`config.mk`:
```
export PLATFORM = sky130hd
export DESIGN_NAME = i2c_master_byte_engine
export DESIGN_NICKNAME = d
export VERILOG_FILES = /design/src/design/i2cm_pkg.sv /design/src/design/i2cm_front.sv /design/src/design/i2cm_queue.sv /design/src/design/i2cm_seq.sv /design/src/design/i2c_master_byte_engine.sv
export VERILOG_INCLUDE_DIRS = /design/src /design/src/design
export SDC_FILE = /design/constraint.sdc
export NUM_CORES = 1
export LEC_CHECK = 0
export BUFFER_PORTS_ARGS = -buffer_cell sky130_fd_sc_hd__buf_2
export CAP_MARGIN = 20
export CORE_UTILIZATION = 45
export DETAILED_ROUTE_END_ITERATION = 6
export GPL_ROUTABILITY_DRIVEN = 0
export HOLD_SLACK_MARGIN = 0.08
export PLACE_DENSITY = 0.74
export SYNTH_ARGS = -nofsm -noshare
export SYNTH_HDL_FRONTEND = slang
export SYNTH_SLANG_ARGS = --single-unit
```
`constraint.sdc`:
```
create_clock -name clk -period 2.5 [get_ports clk]
set_input_delay 0.125 -clock clk [delete_from_list [all_inputs] [get_ports clk]]
set_output_delay 0.125 -clock clk [all_outputs]
set_load 0.02 [all_outputs]
```
`src/design/i2c_master_byte_engine_defines.svh`:
```
// assertion helpers shared by the i2c master engine modules
`ifndef I2C_MASTER_BYTE_ENGINE_DEFINES_SVH
`define I2C_MASTER_BYTE_ENGINE_DEFINES_SVH

// plain property sampled on clk, off during reset
`define I2CM_ASSERT(label, prop, msg) \
    label: assert property (@(posedge clk) disable iff (!rst_n) (prop)) else $error(msg);

// implication: cons must hold in the same cycle as ante
`define I2CM_ASSERT_IMPL(label, ante, cons, msg) \
    label: assert property (@(posedge clk) disable iff (!rst_n) (ante) |-> (cons)) \
        else $error(msg);

// implication: cons must hold in the cycle after ante
`define I2CM_ASSERT_NEXT(label, ante, cons, msg) \
    label: assert property (@(posedge clk) disable iff (!rst_n) (ante) |=> (cons)) \
        else $error(msg);

`endif

```
`src/design/i2cm_pkg.sv`:
```
package i2cm_pkg;

    localparam logic [7:0] PHASE_TICKS_RESET = 8'd1;
    localparam int         QUEUE_DEPTH_DEF   = 2;

    typedef enum logic {
        KIND_CMD  = 1'b0,
        KIND_TICK = 1'b1
    } kind_t;

    typedef enum logic [1:0] {
        CMD_START = 2'd0,
        CMD_STOP  = 2'd1,
        CMD_WRITE = 2'd2,
        CMD_READ  = 2'd3
    } cmd_t;

    typedef enum logic [1:0] {
        ACK_NACK = 2'd0,
        ACK_ACK  = 2'd1,
        ACK_NONE = 2'd2
    } ack_t;

    typedef enum logic [4:0] {
        PH_IDLE  = 5'd0,
        PH_ST0   = 5'd1,
        PH_ST1   = 5'd2,
        PH_ST2   = 5'd3,
        PH_SP0   = 5'd4,
        PH_SP1   = 5'd5,
        PH_SP2   = 5'd6,
        PH_SP3   = 5'd7,
        PH_WBIT  = 5'd8,
        PH_WHIGH = 5'd9,
        PH_WACKL = 5'd10,
        PH_WACKH = 5'd11,
        PH_WEND  = 5'd12,
        PH_RBEG  = 5'd13,
        PH_RHIGH = 5'd14,
        PH_RSAMP = 5'd15,
        PH_RACKH = 5'd16,
        PH_REND  = 5'd17
    } phase_t;

    typedef struct packed {
        logic       kind;
        logic [1:0] command;
        logic [7:0] tx_byte;
        logic [1:0] ack_mode;
        logic       sda_in;
    } in_item_t;

    typedef struct packed {
        logic       scl_level;
        logic       sda_pull_low;
        logic       done_res;
        logic [7:0] rx_byte;
        logic       ack_missing;
        logic       busy_res;
    } out_item_t;

    // decoded item as it sits in the queue
    typedef struct packed {
        logic       is_tick;
        cmd_t       command;
        phase_t     first_phase;
        logic       load_shift;
        logic [7:0] shift_init;
        ack_t       ack_mode;
        logic       sda_in;
    } op_t;

endpackage

```
`src/design/i2cm_front.sv`:
```
module i2cm_front
(
    input  logic               req_valid,
    output logic               req_ready,
    input  i2cm_pkg::in_item_t req,
    input  logic               q_ready,
    output logic               push,
    output i2cm_pkg::op_t      op
);

    assign req_ready = q_ready;
    assign push      = req_valid && q_ready;

    always_comb
    begin
        op.is_tick    = (i2cm_pkg::kind_t'(req.kind) == i2cm_pkg::KIND_TICK);
        op.command    = i2cm_pkg::cmd_t'(req.command);
        op.sda_in     = req.sda_in;
        op.load_shift = 1'b0;
        op.shift_init = req.tx_byte;
        case (i2cm_pkg::cmd_t'(req.command))
            i2cm_pkg::CMD_START: op.first_phase = i2cm_pkg::PH_ST0;
            i2cm_pkg::CMD_STOP:  op.first_phase = i2cm_pkg::PH_SP0;
            i2cm_pkg::CMD_WRITE:
            begin
                op.first_phase = i2cm_pkg::PH_WBIT;
                op.load_shift  = 1'b1;
            end
            default:
            begin
                op.first_phase = i2cm_pkg::PH_RBEG;
                op.load_shift  = 1'b1;
                op.shift_init  = 8'd0;
            end
        endcase
        // undefined ack code means send nothing
        case (i2cm_pkg::ack_t'(req.ack_mode))
            i2cm_pkg::ACK_NACK: op.ack_mode = i2cm_pkg::ACK_NACK;
            i2cm_pkg::ACK_ACK:  op.ack_mode = i2cm_pkg::ACK_ACK;
            default:            op.ack_mode = i2cm_pkg::ACK_NONE;
        endcase
    end

endmodule

```
`src/design/i2cm_queue.sv`:
```
`include "i2c_master_byte_engine_defines.svh"

module i2cm_queue
#(
    parameter int DEPTH = i2cm_pkg::QUEUE_DEPTH_DEF
)
(
    input  logic          clk,
    input  logic          rst_n,
    input  logic          push,
    input  i2cm_pkg::op_t push_op,
    output logic          q_ready,
    input  logic          pop,
    output logic          q_valid,
    output i2cm_pkg::op_t head_op
);

    localparam int PTR_W = (DEPTH > 1) ? $clog2(DEPTH) : 1;
    localparam int CNT_W = $clog2(DEPTH + 1);

    i2cm_pkg::op_t    mem [DEPTH];
    logic [PTR_W-1:0] wr_ptr_reg, wr_ptr_next;
    logic [PTR_W-1:0] rd_ptr_reg, rd_ptr_next;
    logic [CNT_W-1:0] count_reg, count_next;

    assign q_ready = (count_reg != CNT_W'(DEPTH));
    assign q_valid = (count_reg != '0);
    assign head_op = mem[rd_ptr_reg];

    always_comb
    begin
        wr_ptr_next = wr_ptr_reg;
        rd_ptr_next = rd_ptr_reg;
        count_next  = count_reg;
        if (push)
        begin
            wr_ptr_next = (wr_ptr_reg == PTR_W'(DEPTH - 1)) ? '0 : wr_ptr_reg + PTR_W'(1);
        end
        if (pop)
        begin
            rd_ptr_next = (rd_ptr_reg == PTR_W'(DEPTH - 1)) ? '0 : rd_ptr_reg + PTR_W'(1);
        end
        if (push && !pop)
        begin
            count_next = count_reg + CNT_W'(1);
        end
        else if (pop && !push)
        begin
            count_next = count_reg - CNT_W'(1);
        end
    end

    always_ff @(posedge clk or negedge rst_n)
    begin
        if (!rst_n)
        begin
            wr_ptr_reg <= '0;
            rd_ptr_reg <= '0;
            count_reg  <= '0;
        end
        else
        begin
            wr_ptr_reg <= wr_ptr_next;
            rd_ptr_reg <= rd_ptr_next;
            count_reg  <= count_next;
        end
    end

    always_ff @(posedge clk)
    begin
        if (push)
        begin
            mem[wr_ptr_reg] <= push_op;
        end
    end

    `I2CM_ASSERT(a_count_bound, count_reg <= CNT_W'(DEPTH), "queue count beyond depth")
    `I2CM_ASSERT_NEXT(a_count_grows, push && !pop, count_reg == $past(count_reg) + CNT_W'(1), "queue count did not grow on push")

endmodule

```
`src/design/i2cm_seq.sv`:
```
`include "i2c_master_byte_engine_defines.svh"

module i2cm_seq
(
    input  logic                clk,
    input  logic                rst_n,
    input  logic                cfg_valid,
    input  logic [7:0]          cfg_data,
    input  logic                q_valid,
    input  i2cm_pkg::op_t       op,
    output logic                pop,
    output logic                rsp_valid,
    input  logic                rsp_ready,
    output i2cm_pkg::out_item_t rsp
);

    logic [7:0]          phase_ticks_reg;
    i2cm_pkg::phase_t    phase_reg, phase_next;
    logic [3:0]          bit_count_reg, bit_count_next;
    logic [7:0]          shift_reg, shift_next;
    logic [7:0]          tick_count_reg, tick_count_next;
    i2cm_pkg::cmd_t      active_cmd_reg, active_cmd_next;
    i2cm_pkg::ack_t      ack_mode_reg, ack_mode_next;
    logic                scl_reg, scl_next;
    logic                sda_reg, sda_next;
    logic                rsp_valid_reg, rsp_valid_next;
    i2cm_pkg::out_item_t rsp_reg, rsp_next;

    logic       busy;
    logic       done;
    logic       nack;
    logic [7:0] rx;
    logic [7:0] limit;

    assign busy      = (phase_reg != i2cm_pkg::PH_IDLE);
    assign limit     = (phase_ticks_reg == 8'd0) ? 8'd1 : phase_ticks_reg;
    // a command never waits on the result side
    assign pop       = q_valid && (!op.is_tick || !rsp_valid_reg || rsp_ready);
    assign rsp_valid = rsp_valid_reg;
    assign rsp       = rsp_reg;

    always_comb
    begin
        phase_next      = phase_reg;
        bit_count_next  = bit_count_reg;
        shift_next      = shift_reg;
        tick_count_next = tick_count_reg;
        active_cmd_next = active_cmd_reg;
        ack_mode_next   = ack_mode_reg;
        scl_next        = scl_reg;
        sda_next        = sda_reg;
        done            = 1'b0;
        nack            = 1'b0;
        rx              = 8'd0;

        if (pop && !op.is_tick)
        begin
            // commands that arrive while busy are dropped
            if (!busy)
            begin
                active_cmd_next = op.command;
                ack_mode_next   = op.ack_mode;
                tick_count_next = 8'd0;
                bit_count_next  = 4'd0;
                phase_next      = op.first_phase;
                if (op.load_shift)
                begin
                    shift_next = op.shift_init;
                end
            end
        end
        else if (pop && busy)
        begin
            if (({1'b0, tick_count_reg} + 9'd1) < {1'b0, limit})
            begin
                tick_count_next = tick_count_reg + 8'd1;
            end
            else
            begin
                tick_count_next = 8'd0;
                case (phase_reg)
                    i2cm_pkg::PH_ST0:
                    begin
                        sda_next   = 1'b1;
                        scl_next   = 1'b1;
                        phase_next = i2cm_pkg::PH_ST1;
                    end
                    i2cm_pkg::PH_ST1:
                    begin
                        sda_next   = 1'b0;
                        phase_next = i2cm_pkg::PH_ST2;
                    end
                    i2cm_pkg::PH_ST2:
                    begin
                        scl_next = 1'b0;
                        done     = 1'b1;
                    end
                    i2cm_pkg::PH_SP0:
                    begin
                        scl_next   = 1'b0;
                        phase_next = i2cm_pkg::PH_SP1;
                    end
                    i2cm_pkg::PH_SP1:
                    begin
                        sda_next   = 1'b0;
                        phase_next = i2cm_pkg::PH_SP2;
                    end
                    i2cm_pkg::PH_SP2:
                    begin
                        scl_next   = 1'b1;
                        phase_next = i2cm_pkg::PH_SP3;
                    end
                    i2cm_pkg::PH_SP3:
                    begin
                        sda_next = 1'b1;
                        done     = 1'b1;
                    end
                    i2cm_pkg::PH_WBIT:
                    begin
                        scl_next   = 1'b0;
                        sda_next   = shift_reg[7];
                        shift_next = {shift_reg[6:0], 1'b0};
                        phase_next = i2cm_pkg::PH_WHIGH;
                    end
                    i2cm_pkg::PH_WHIGH:
                    begin
                        scl_next       = 1'b1;
                        bit_count_next = bit_count_reg + 4'd1;
                        phase_next     = (bit_count_next >= 4'd8) ? i2cm_pkg::PH_WACKL
                                                                  : i2cm_pkg::PH_WBIT;
                    end
                    i2cm_pkg::PH_WACKL:
                    begin
                        scl_next   = 1'b0;
                        sda_next   = 1'b1;
                        phase_next = i2cm_pkg::PH_WACKH;
                    end
                    i2cm_pkg::PH_WACKH:
                    begin
                        scl_next   = 1'b1;
                        phase_next = i2cm_pkg::PH_WEND;
                    end
                    i2cm_pkg::PH_WEND:
                    begin
                        nack     = op.sda_in;
                        scl_next = 1'b0;
                        done     = 1'b1;
                    end
                    i2cm_pkg::PH_RBEG:
                    begin
                        scl_next   = 1'b0;
                        sda_next   = 1'b1;
                        phase_next = i2cm_pkg::PH_RHIGH;
                    end
                    i2cm_pkg::PH_RHIGH:
                    begin
                        scl_next   = 1'b1;
                        phase_next = i2cm_pkg::PH_RSAMP;
                    end
                    i2cm_pkg::PH_RSAMP:
                    begin
                        shift_next     = {shift_reg[6:0], op.sda_in};
                        bit_count_next = bit_count_reg + 4'd1;
                        scl_next       = 1'b0;
                        if (bit_count_next < 4'd8)
                        begin
                            phase_next = i2cm_pkg::PH_RHIGH;
                        end
                        else if (ack_mode_reg != i2cm_pkg::ACK_NONE)
                        begin
                            sda_next   = (ack_mode_reg != i2cm_pkg::ACK_ACK);
                            phase_next = i2cm_pkg::PH_RACKH;
                        end
                        else
                        begin
                            done = 1'b1;
                        end
                    end
                    i2cm_pkg::PH_RACKH:
                    begin
                        scl_next   = 1'b1;
                        phase_next = i2cm_pkg::PH_REND;
                    end
                    default:
                    begin
                        scl_next = 1'b0;
                        done     = 1'b1;
                    end
                endcase
                if (done)
                begin
                    if (active_cmd_reg == i2cm_pkg::CMD_READ)
                    begin
                        rx = shift_next;
                    end
                    phase_next = i2cm_pkg::PH_IDLE;
                end
            end
        end

        // result slot: load on every tick, drain when taken
        rsp_valid_next = rsp_valid_reg && !rsp_ready;
        rsp_next       = rsp_reg;
        if (pop && op.is_tick)
        begin
            rsp_valid_next        = 1'b1;
            rsp_next.scl_level    = scl_next;
            rsp_next.sda_pull_low = !sda_next;
            rsp_next.done_res     = done;
            rsp_next.rx_byte      = rx;
            rsp_next.ack_missing  = nack;
            rsp_next.busy_res     = (phase_next != i2cm_pkg::PH_IDLE);
        end
    end

    always_ff @(posedge clk or negedge rst_n)
    begin
        if (!rst_n)
        begin
            phase_ticks_reg <= i2cm_pkg::PHASE_TICKS_RESET;
            phase_reg       <= i2cm_pkg::PH_IDLE;
            bit_count_reg   <= 4'd0;
            shift_reg       <= 8'd0;
            tick_count_reg  <= 8'd0;
            active_cmd_reg  <= i2cm_pkg::CMD_START;
            ack_mode_reg    <= i2cm_pkg::ACK_NACK;
            scl_reg         <= 1'b1;
            sda_reg         <= 1'b1;
            rsp_valid_reg   <= 1'b0;
        end
        else
        begin
            if (cfg_valid)
            begin
                phase_ticks_reg <= cfg_data;
            end
            phase_reg      <= phase_next;
            bit_count_reg  <= bit_count_next;
            shift_reg      <= shift_next;
            tick_count_reg <= tick_count_next;
            active_cmd_reg <= active_cmd_next;
            ack_mode_reg   <= ack_mode_next;
            scl_reg        <= scl_next;
            sda_reg        <= sda_next;
            rsp_valid_reg  <= rsp_valid_next;
        end
    end

    always_ff @(posedge clk)
    begin
        rsp_reg <= rsp_next;
    end

    `I2CM_ASSERT(a_bit_count_bound, bit_count_reg <= 4'd8, "bit count past eight")
    `I2CM_ASSERT_NEXT(a_cmd_starts, pop && !op.is_tick && !busy, busy, "accepted command did not start")
    `I2CM_ASSERT_IMPL(a_rx_only_done, rsp_valid_reg && !rsp_reg.done_res, rsp_reg.rx_byte == 8'd0 && !rsp_reg.ack_missing, "read data or nack outside done")
    `I2CM_ASSERT_IMPL(a_done_not_busy, rsp_valid_reg && rsp_reg.done_res, !rsp_reg.busy_res, "done item still reports busy")

endmodule

```
`src/design/i2c_master_byte_engine.sv`:
```
// I2C master byte engine. Items on req are either commands (start, stop, write byte, read byte)
// or bus ticks carrying the sampled SDA level; every tick returns exactly one item on rsp with
// the SCL and SDA drive, a done flag, the read byte and the write acknowledge status, while
// commands return nothing and are dropped when one is already in progress. One item is taken
// per clock while the queue has room: the front decodes it into a small queue and the bus
// sequencer retires one queued item per clock into a result register (a tick only when the
// register is free or taken), so a tick's result passes the queue and the result register
// before it is offered on rsp. The SCL rate is set by cfg_data, the number of ticks per bus
// phase (zero acts as one); write it only while the engine is idle. cfg_ready is always high.
module i2c_master_byte_engine
#(
    parameter int QUEUE_DEPTH = i2cm_pkg::QUEUE_DEPTH_DEF
)
(
    input  logic                clk,
    input  logic                rst_n,
    input  logic                req_valid,
    output logic                req_ready,
    input  i2cm_pkg::in_item_t  req,
    output logic                rsp_valid,
    input  logic                rsp_ready,
    output i2cm_pkg::out_item_t rsp,
    input  logic                cfg_valid,
    output logic                cfg_ready,
    input  logic [7:0]          cfg_data
);

    logic          q_ready;
    logic          push;
    logic          pop;
    logic          q_valid;
    i2cm_pkg::op_t push_op;
    i2cm_pkg::op_t head_op;

    assign cfg_ready = 1'b1;

    i2cm_front u_front
    (
        .req_valid (req_valid),
        .req_ready (req_ready),
        .req       (req),
        .q_ready   (q_ready),
        .push      (push),
        .op        (push_op)
    );

    i2cm_queue
    #(
        .DEPTH (QUEUE_DEPTH)
    )
    u_queue
    (
        .clk     (clk),
        .rst_n   (rst_n),
        .push    (push),
        .push_op (push_op),
        .q_ready (q_ready),
        .pop     (pop),
        .q_valid (q_valid),
        .head_op (head_op)
    );

    i2cm_seq u_seq
    (
        .clk       (clk),
        .rst_n     (rst_n),
        .cfg_valid (cfg_valid),
        .cfg_data  (cfg_data),
        .q_valid   (q_valid),
        .op        (head_op),
        .pop       (pop),
        .rsp_valid (rsp_valid),
        .rsp_ready (rsp_ready),
        .rsp       (rsp)
    );

endmodule
```
### Yosys cells after proc, flatten, opt, wreduce, memory -nomap -nowiden

Memories as Yosys holds them, arrays and structs flattened.
Index checks and enable logic that the tools add are counted.

* add/sub/neg operators: 7
* $mul: 0
* div/mod/pow operators: 0
* order comparisons: 3
* equal/unequal tests: 25
* shift operators: 0
* multiplexer cells: 52
* bitwise logic cells: 5
* reductions and logical operators: 40

Operator list (count)
* 8-bit 2-to-1 mux: 11
* 5-bit case mux with 13 select lines: 1
* 5-bit by 4-bit equality test with 1-bit output, second input constant: 8
* 5-bit 2-to-1 mux: 7
* 5-bit by 3-bit equality test with 1-bit output, second input constant: 4
* 4-bit 2-to-1 mux: 5
* 1-bit 2-to-1 mux: 19
* 8-bit case mux with 2 select lines: 1
* 4-bit case mux with 3 select lines: 1
* 12-bit OR reduction: 1
* 5-bit nonzero test: 2
* 8-bit by 1-bit adder with 9-bit output, second input constant: 1
* 9-bit by 8-bit < comparator with 1-bit output: 1
* 3-bit OR reduction: 3
* 8-bit by 1-bit adder with 8-bit output, second input constant: 1
* 1-bit logical AND: 8
* 8-bit zero test: 1
* 2-bit != test, second input constant: 4
* 4-bit AND reduction: 2
* 2-bit nonzero test: 4
* 4-bit OR reduction: 2
* 1-bit zero test: 6
* 2-bit 2-to-1 mux: 3
* 2-bit OR reduction: 3
* 21 further kinds: 33

* register bits after elaboration: 57
* latch bits: 0
* RAM bits: 38
* ROM bits: 0
* bits of input ports: 27
* word-level logic and storage cells: 152
* memories kept: 1

Memory list
* u_queue.mem: depth 2, bits a word 19, read ports 1, clocked after Yosys merged registers in 0, write ports 1, line i2cm_queue.sv:21 `i2cm_pkg::op_t mem [DEPTH];`

### Longest topological paths before layout

An unclocked memory read counts as a cell.

* depth in word-level cells: 13
* depth in mapped cells: 11
* mapped depth without buffers: 10

### Modules after synthesis

Synthesis repeated with hierarchy kept, for this count alone.

* cells, all modules: 408
* area total of the unflattened synthesis: 4840.9 µm²

By module, submodules not included
* i2cm_seq: instances 1, cells an instance 299, area each 2920.3 µm², seq. area each 1395.1 µm²
* i2cm_queue: instances 1, cells an instance 78, area each 1709.1 µm², seq. area each 1301.2 µm²
* i2cm_front: instances 1, cells an instance 29, area each 200.2 µm², seq. area each 0.0 µm²
* i2c_master_byte_engine: instances 1, cells an instance 2, area each 11.3 µm², seq. area each 0.0 µm²

### Worst setup path before layout

Ideal clock, no wire load.

* path type: register to register
* from: reg u_seq.tick_count_reg[2]
* to: reg u_seq.rsp_reg, in the netlist u_seq.rsp[0], data pin
* arrival time: 2.603 ns
* required time: 2.342 ns
* slack: -0.261 ns
* cell stages (with the launch flop): 12
* path buffers: 1
* cell sequence: dfrtp_1 > and3_1 > and3_1 > nand3_1 > xnor2_1 > ha_1 > nor2b_1 > a311oi_4 > a211o_1 > buf_4 > mux2_1 > o211ai_1

* word-level cells in the longest chain between the ends: 6

Ends and longest elaborated chain
* from (decl): line i2cm_seq.sv:21 `logic [7:0] tick_count_reg, tick_count_next;`
* from (signal assigned): line i2cm_seq.sv:240 `tick_count_reg <= tick_count_next;`
* 8-bit by 1-bit adder with 9-bit output: line i2cm_seq.sv:74 `if (({1'b0, tick_count_reg} + 9'd1) < {1'b0, limit})`
* 9-bit by 8-bit < comparator with 1-bit output: line i2cm_seq.sv:74
* 5-bit 2-to-1 mux: line i2cm_seq.sv:74
* 5-bit 2-to-1 mux: line i2cm_seq.sv:72 `else if (pop && busy)`
* 5-bit 2-to-1 mux: line i2cm_seq.sv:56 `if (pop && !op.is_tick)`
* 5-bit nonzero test: line i2cm_seq.sv:212 `rsp_next.busy_res = (phase_next != i2cm_pkg::PH_IDLE);`
* to (signal assigned): line i2cm_seq.sv:251 `rsp_reg <= rsp_next;`
* to (decl): line i2cm_seq.sv:27 `i2cm_pkg::out_item_t rsp_reg, rsp_next;`

Every way passes these cells.
A chain may end at the register's enable or synchronous reset.

### Worst setup path after layout

* from: reg u_seq.tick_count_reg[1]
* to: reg u_seq.bit_count_reg[3]

* word-level cells in the longest chain between the ends: 4

Ends and longest elaborated chain
* 8-bit by 1-bit adder with 9-bit output: line i2cm_seq.sv:74
* 9-bit by 8-bit < comparator with 1-bit output: line i2cm_seq.sv:74
* 2-bit by 1-bit != test with 1-bit output (no source line)
* 4-bit AND reduction (no source line)
* to (signal assigned): line i2cm_seq.sv:238 `bit_count_reg <= bit_count_next;`
* to (decl): line i2cm_seq.sv:19 `logic [3:0] bit_count_reg, bit_count_next;`

Every way passes these cells.

==> impl_results.md <==
- Layout cells sized above 1: a little under a third
- Ant diodes: 0
- P&R area growth vs syn: 28.89%
- Int Pwr: ~3.8 mW
- Hold Crit Start: req[5]
- Core area: roughly 10000 um^2
- Multi-input gate area: about 2200 um^2
- Status: finished with violations
- Clk_lat worst skew: roughly 0.38 ns
- Crit start category: flop
- Met2 Use GR: 34.91%
- Delay-heaviest family, CP: compound AO/OA/AOI/OAI gates
- Met1 GRT Util: around a quarter
- Dominant cells by area after synthesis: edfxtp_1, dfrtp_1, ha_1, a21oi_1, mux2i_1
- Min-Delay Path Class: primary input to flop
- CTS tree: done
- Crit-path cells: ha_4 > nand3_2 > xnor2_2 > ha_1 > and3_4 > o2111ai_4 > buf_4 > a211o_1 > o211ai_4 > and2_4 > mux2_4
- RSZ-0062 raised after global routing: yes
- Synthesized Nets: ~460
- I/O Pins: 43
- Count leader, synth: edfxtp_1
- Crit-path max cell delay: approximately 0.42 ns
- CTS Buf Count: 9
- Syn Std Cell Area: 4707 um^2
- Pwr dens: roughly 1100 nW/um^2
- Post-Route WL: about 11,000 um
- Number of failing hold endpoints at the final stage: 0
- Combinational power share: around 47%
- Pre-antenna DRT Iters: 4
- Total Routing Usage GR: around a fifth
- Worst r2r src: u_seq.tick_count_reg[1]$_DFFE_PN0P_
- Async SR Flop Fraction: between 40% and 50%
- Die X: ~100 um
- Slew of the pin with the lowest slew margin: between 0.8 and 0.9 ns
- Via/cell ratio: 5.429
- Peak VDD IR: 0.6448 mV
- Synth top cells by count: edfxtp_1, dfrtp_1, nand2_1
- Row count: 36
- Nets: about 570
- Die area: around 11,000 um^2
- Initial core utilization: 47.29%
- Max-cap viol count: 0
- Sequential share of power: a little under two fifths
- Total Power: 6.373 mW
- Seq/Total Area, Yosys: between 50% and 60%
- Max-slew violation total from the final report: 0
- # DRC: 0
- CP endpoint kind: flop
- Via count: about 3,600
- Post-route clock period utilization: 106.1%
- Largest net degree at the start of global routing: 45
- Setup Skew: 0.01749 ns
- Fmax: between 0.3 and 0.4 GHz
- Crit path from: u_seq.tick_count_reg[1]$_DFFE_PN0P_
- Failing checks: negative setup slack
- Cell accounting for the most synthesized area: edfxtp_1
- Setup TNS: -2.350 ns
- Layout Utilization: roughly 60%
- Syn_area_per_cell: roughly 11 um^2
- Post-route ant nets: 0
- Clk root buf: clkbuf_8
- Mapped Cells: about 420
- WL per Instance: between 15 and 20 um
- CTS Sinks: 93
- Filler cells: 792
- Crit path time final: around 2.7 ns
- Max reg flops: 36
- Reg area: about 2600 um^2
- CTS H-tree lvls: 3
- Clock Pin Slew Worst Setup and Hold Paths: approximately 0.11 ns
- Post-synth top flop: edfxtp_1
- Share of the synthesized area in the top cell type: 31.26%
- Max Fanout on Critical Path: 4
- Final setup violation count: 25
- Relative max-transition margin: 43.04%
- Grt total ovfl: 0
- Most used routing layer: met2
- Switch Pwr: 2.587 mW
- Number of I/O port buffers: 41
- Yosys reg bits: 93
- Clk buf depth: 2
- Data arrival, critical path: ~2.9 ns
- Number of global-route vias before repair: around 3,700
- Post-synth cell types: 62
- Initial antenna violation count: 0
- Clock share of power: 15.5%
- Number of flops mapped to enable cells by yosys: 49
- Static leakage: about 2.5 nW
- Worst setup margin: -0.1527 ns
- HPWL after DPL: 7092 um
- Kind of critical path: flop to flop
- Drt first-iter violations: between 200 and 250
- Synth warn: 0
- Die span in y: approximately 100 um
- Sw Share: 40.59%
- Global-route wire length before repair: between 15,000 and 20,000 um
- Data required time at the worst endpoint: 2.76 ns
- Slowest stage cell, crit path: dfrtp_1
- Worst path buffer plus inverter count: 1
- Met3 Use GR: around 5.5%
==> layout by cell type (no fill, tap or decap), drive strengths merged, types with 3 or more instances in the layout <==
cell type	instances
inv	22
a22o	6
clkinv	3
nor2	24
dfstp	3
o32a	7
nand3	10
and2	3
nand2b	5
dfrtp	41
clkbuf	9
or2	3
nor3	12
nand2	39
o31ai	4
o21ai	19
a211oi	4
xor2	5
and3	9
or3	3
a21o	4
dlygate4sd3	18
nor4	3
xnor2	9
nor2b	17
a21oi	34
buf	92
ha	14
mux2i	15
mux2	8
o21a	3
edfxtp	49
==> what timing repair did <==
item                                    CTS  global route
buffers inserted                          8             3
resized for setup                        22            30
hold buffers                             18             0
hold endpoints to repair                 65             0
endpoints found under the setup margin   34            40
pin swaps                                21            16
==> layer usage <==
metal  routed length (um)  vias to the layer above
li1                     -                     1743
met1                 4658                     1735
met2                 5433                      106
met3                  492                       10
met4                  154                        0
met5                    0                        -
==> logic make-up (layout without fill, tap and decap cells) <==
group           Yosys count  in the layout  synth area share (%)
other cells               1              1               0.07967
buf+inv                  38            145                 3.455
fa+ha+maj                14             14                 3.721
compound gates          103            103                 15.52
simple gates            136            136                 14.78
flops                    93             93                 54.73
mux                      23             23                 5.103
xor+xnor                 14             14                 2.605
==> stage by stage <==
stage	cells	instance area, um^2	hold WS (ns)	setup WS, ns
floorplan	422	4765	-0.1706	-0.1440
global placement	616	5334	0.3135	-0.1270
detailed placement	616	5334	0.3176	-0.2715
CTS	658	5879	0.08687	-0.1434
global route	662	6067	0.08309	-0.2675
finish	662	6067	0.08403	-0.1527
==> final timing paths <==
path / end / slack [ns] / depth (start not counted)
hold / removal: u_queue.mem[1][5]$_DFFE_PP_ / 0.08 / 2
setup / recovery: u_seq.bit_count_reg[3]$_DFFE_PN0P_ / -0.15 / 11
min in group asynchronous: u_seq.tick_count_reg[6]$_DFFE_PN0P_ / 0.23 / 2
max in group asynchronous: u_seq.scl_reg$_DFF_PN1_ / 1.68 / 3
setup reg to reg: u_seq.bit_count_reg[3]$_DFFE_PN0P_ / -0.15 / 11
hold reg to reg: u_seq.sda_reg$_DFF_PN1_ / 0.49 / 2
==> cell type report <==
cell class / count / area share, %
inverters: 19 / 1.175
multi-input cells: 291 / 37.02
clock buffers: 9 / 2.042
repair buffers: 110 / 13.43
flip-flops and latches: 93 / 42.46
well taps: 133 / 2.743
clock inverters: 7 / 1.134
==> power by group through the flow <==
stage | logic [mW] | registers (mW) | clock network, mW
final | 3.02 | 2.36 | 0.988
after floorplan | 1.71 | 2.42 | 0
after global placement | 2.53 | 2.36 | 0
after CTS | 2.81 | 2.36 | 1.01
after global routing | 3.30 | 2.40 | 1.06
after detailed placement | 2.61 | 2.37 | 0
Power figures use the tool's default switching activity.
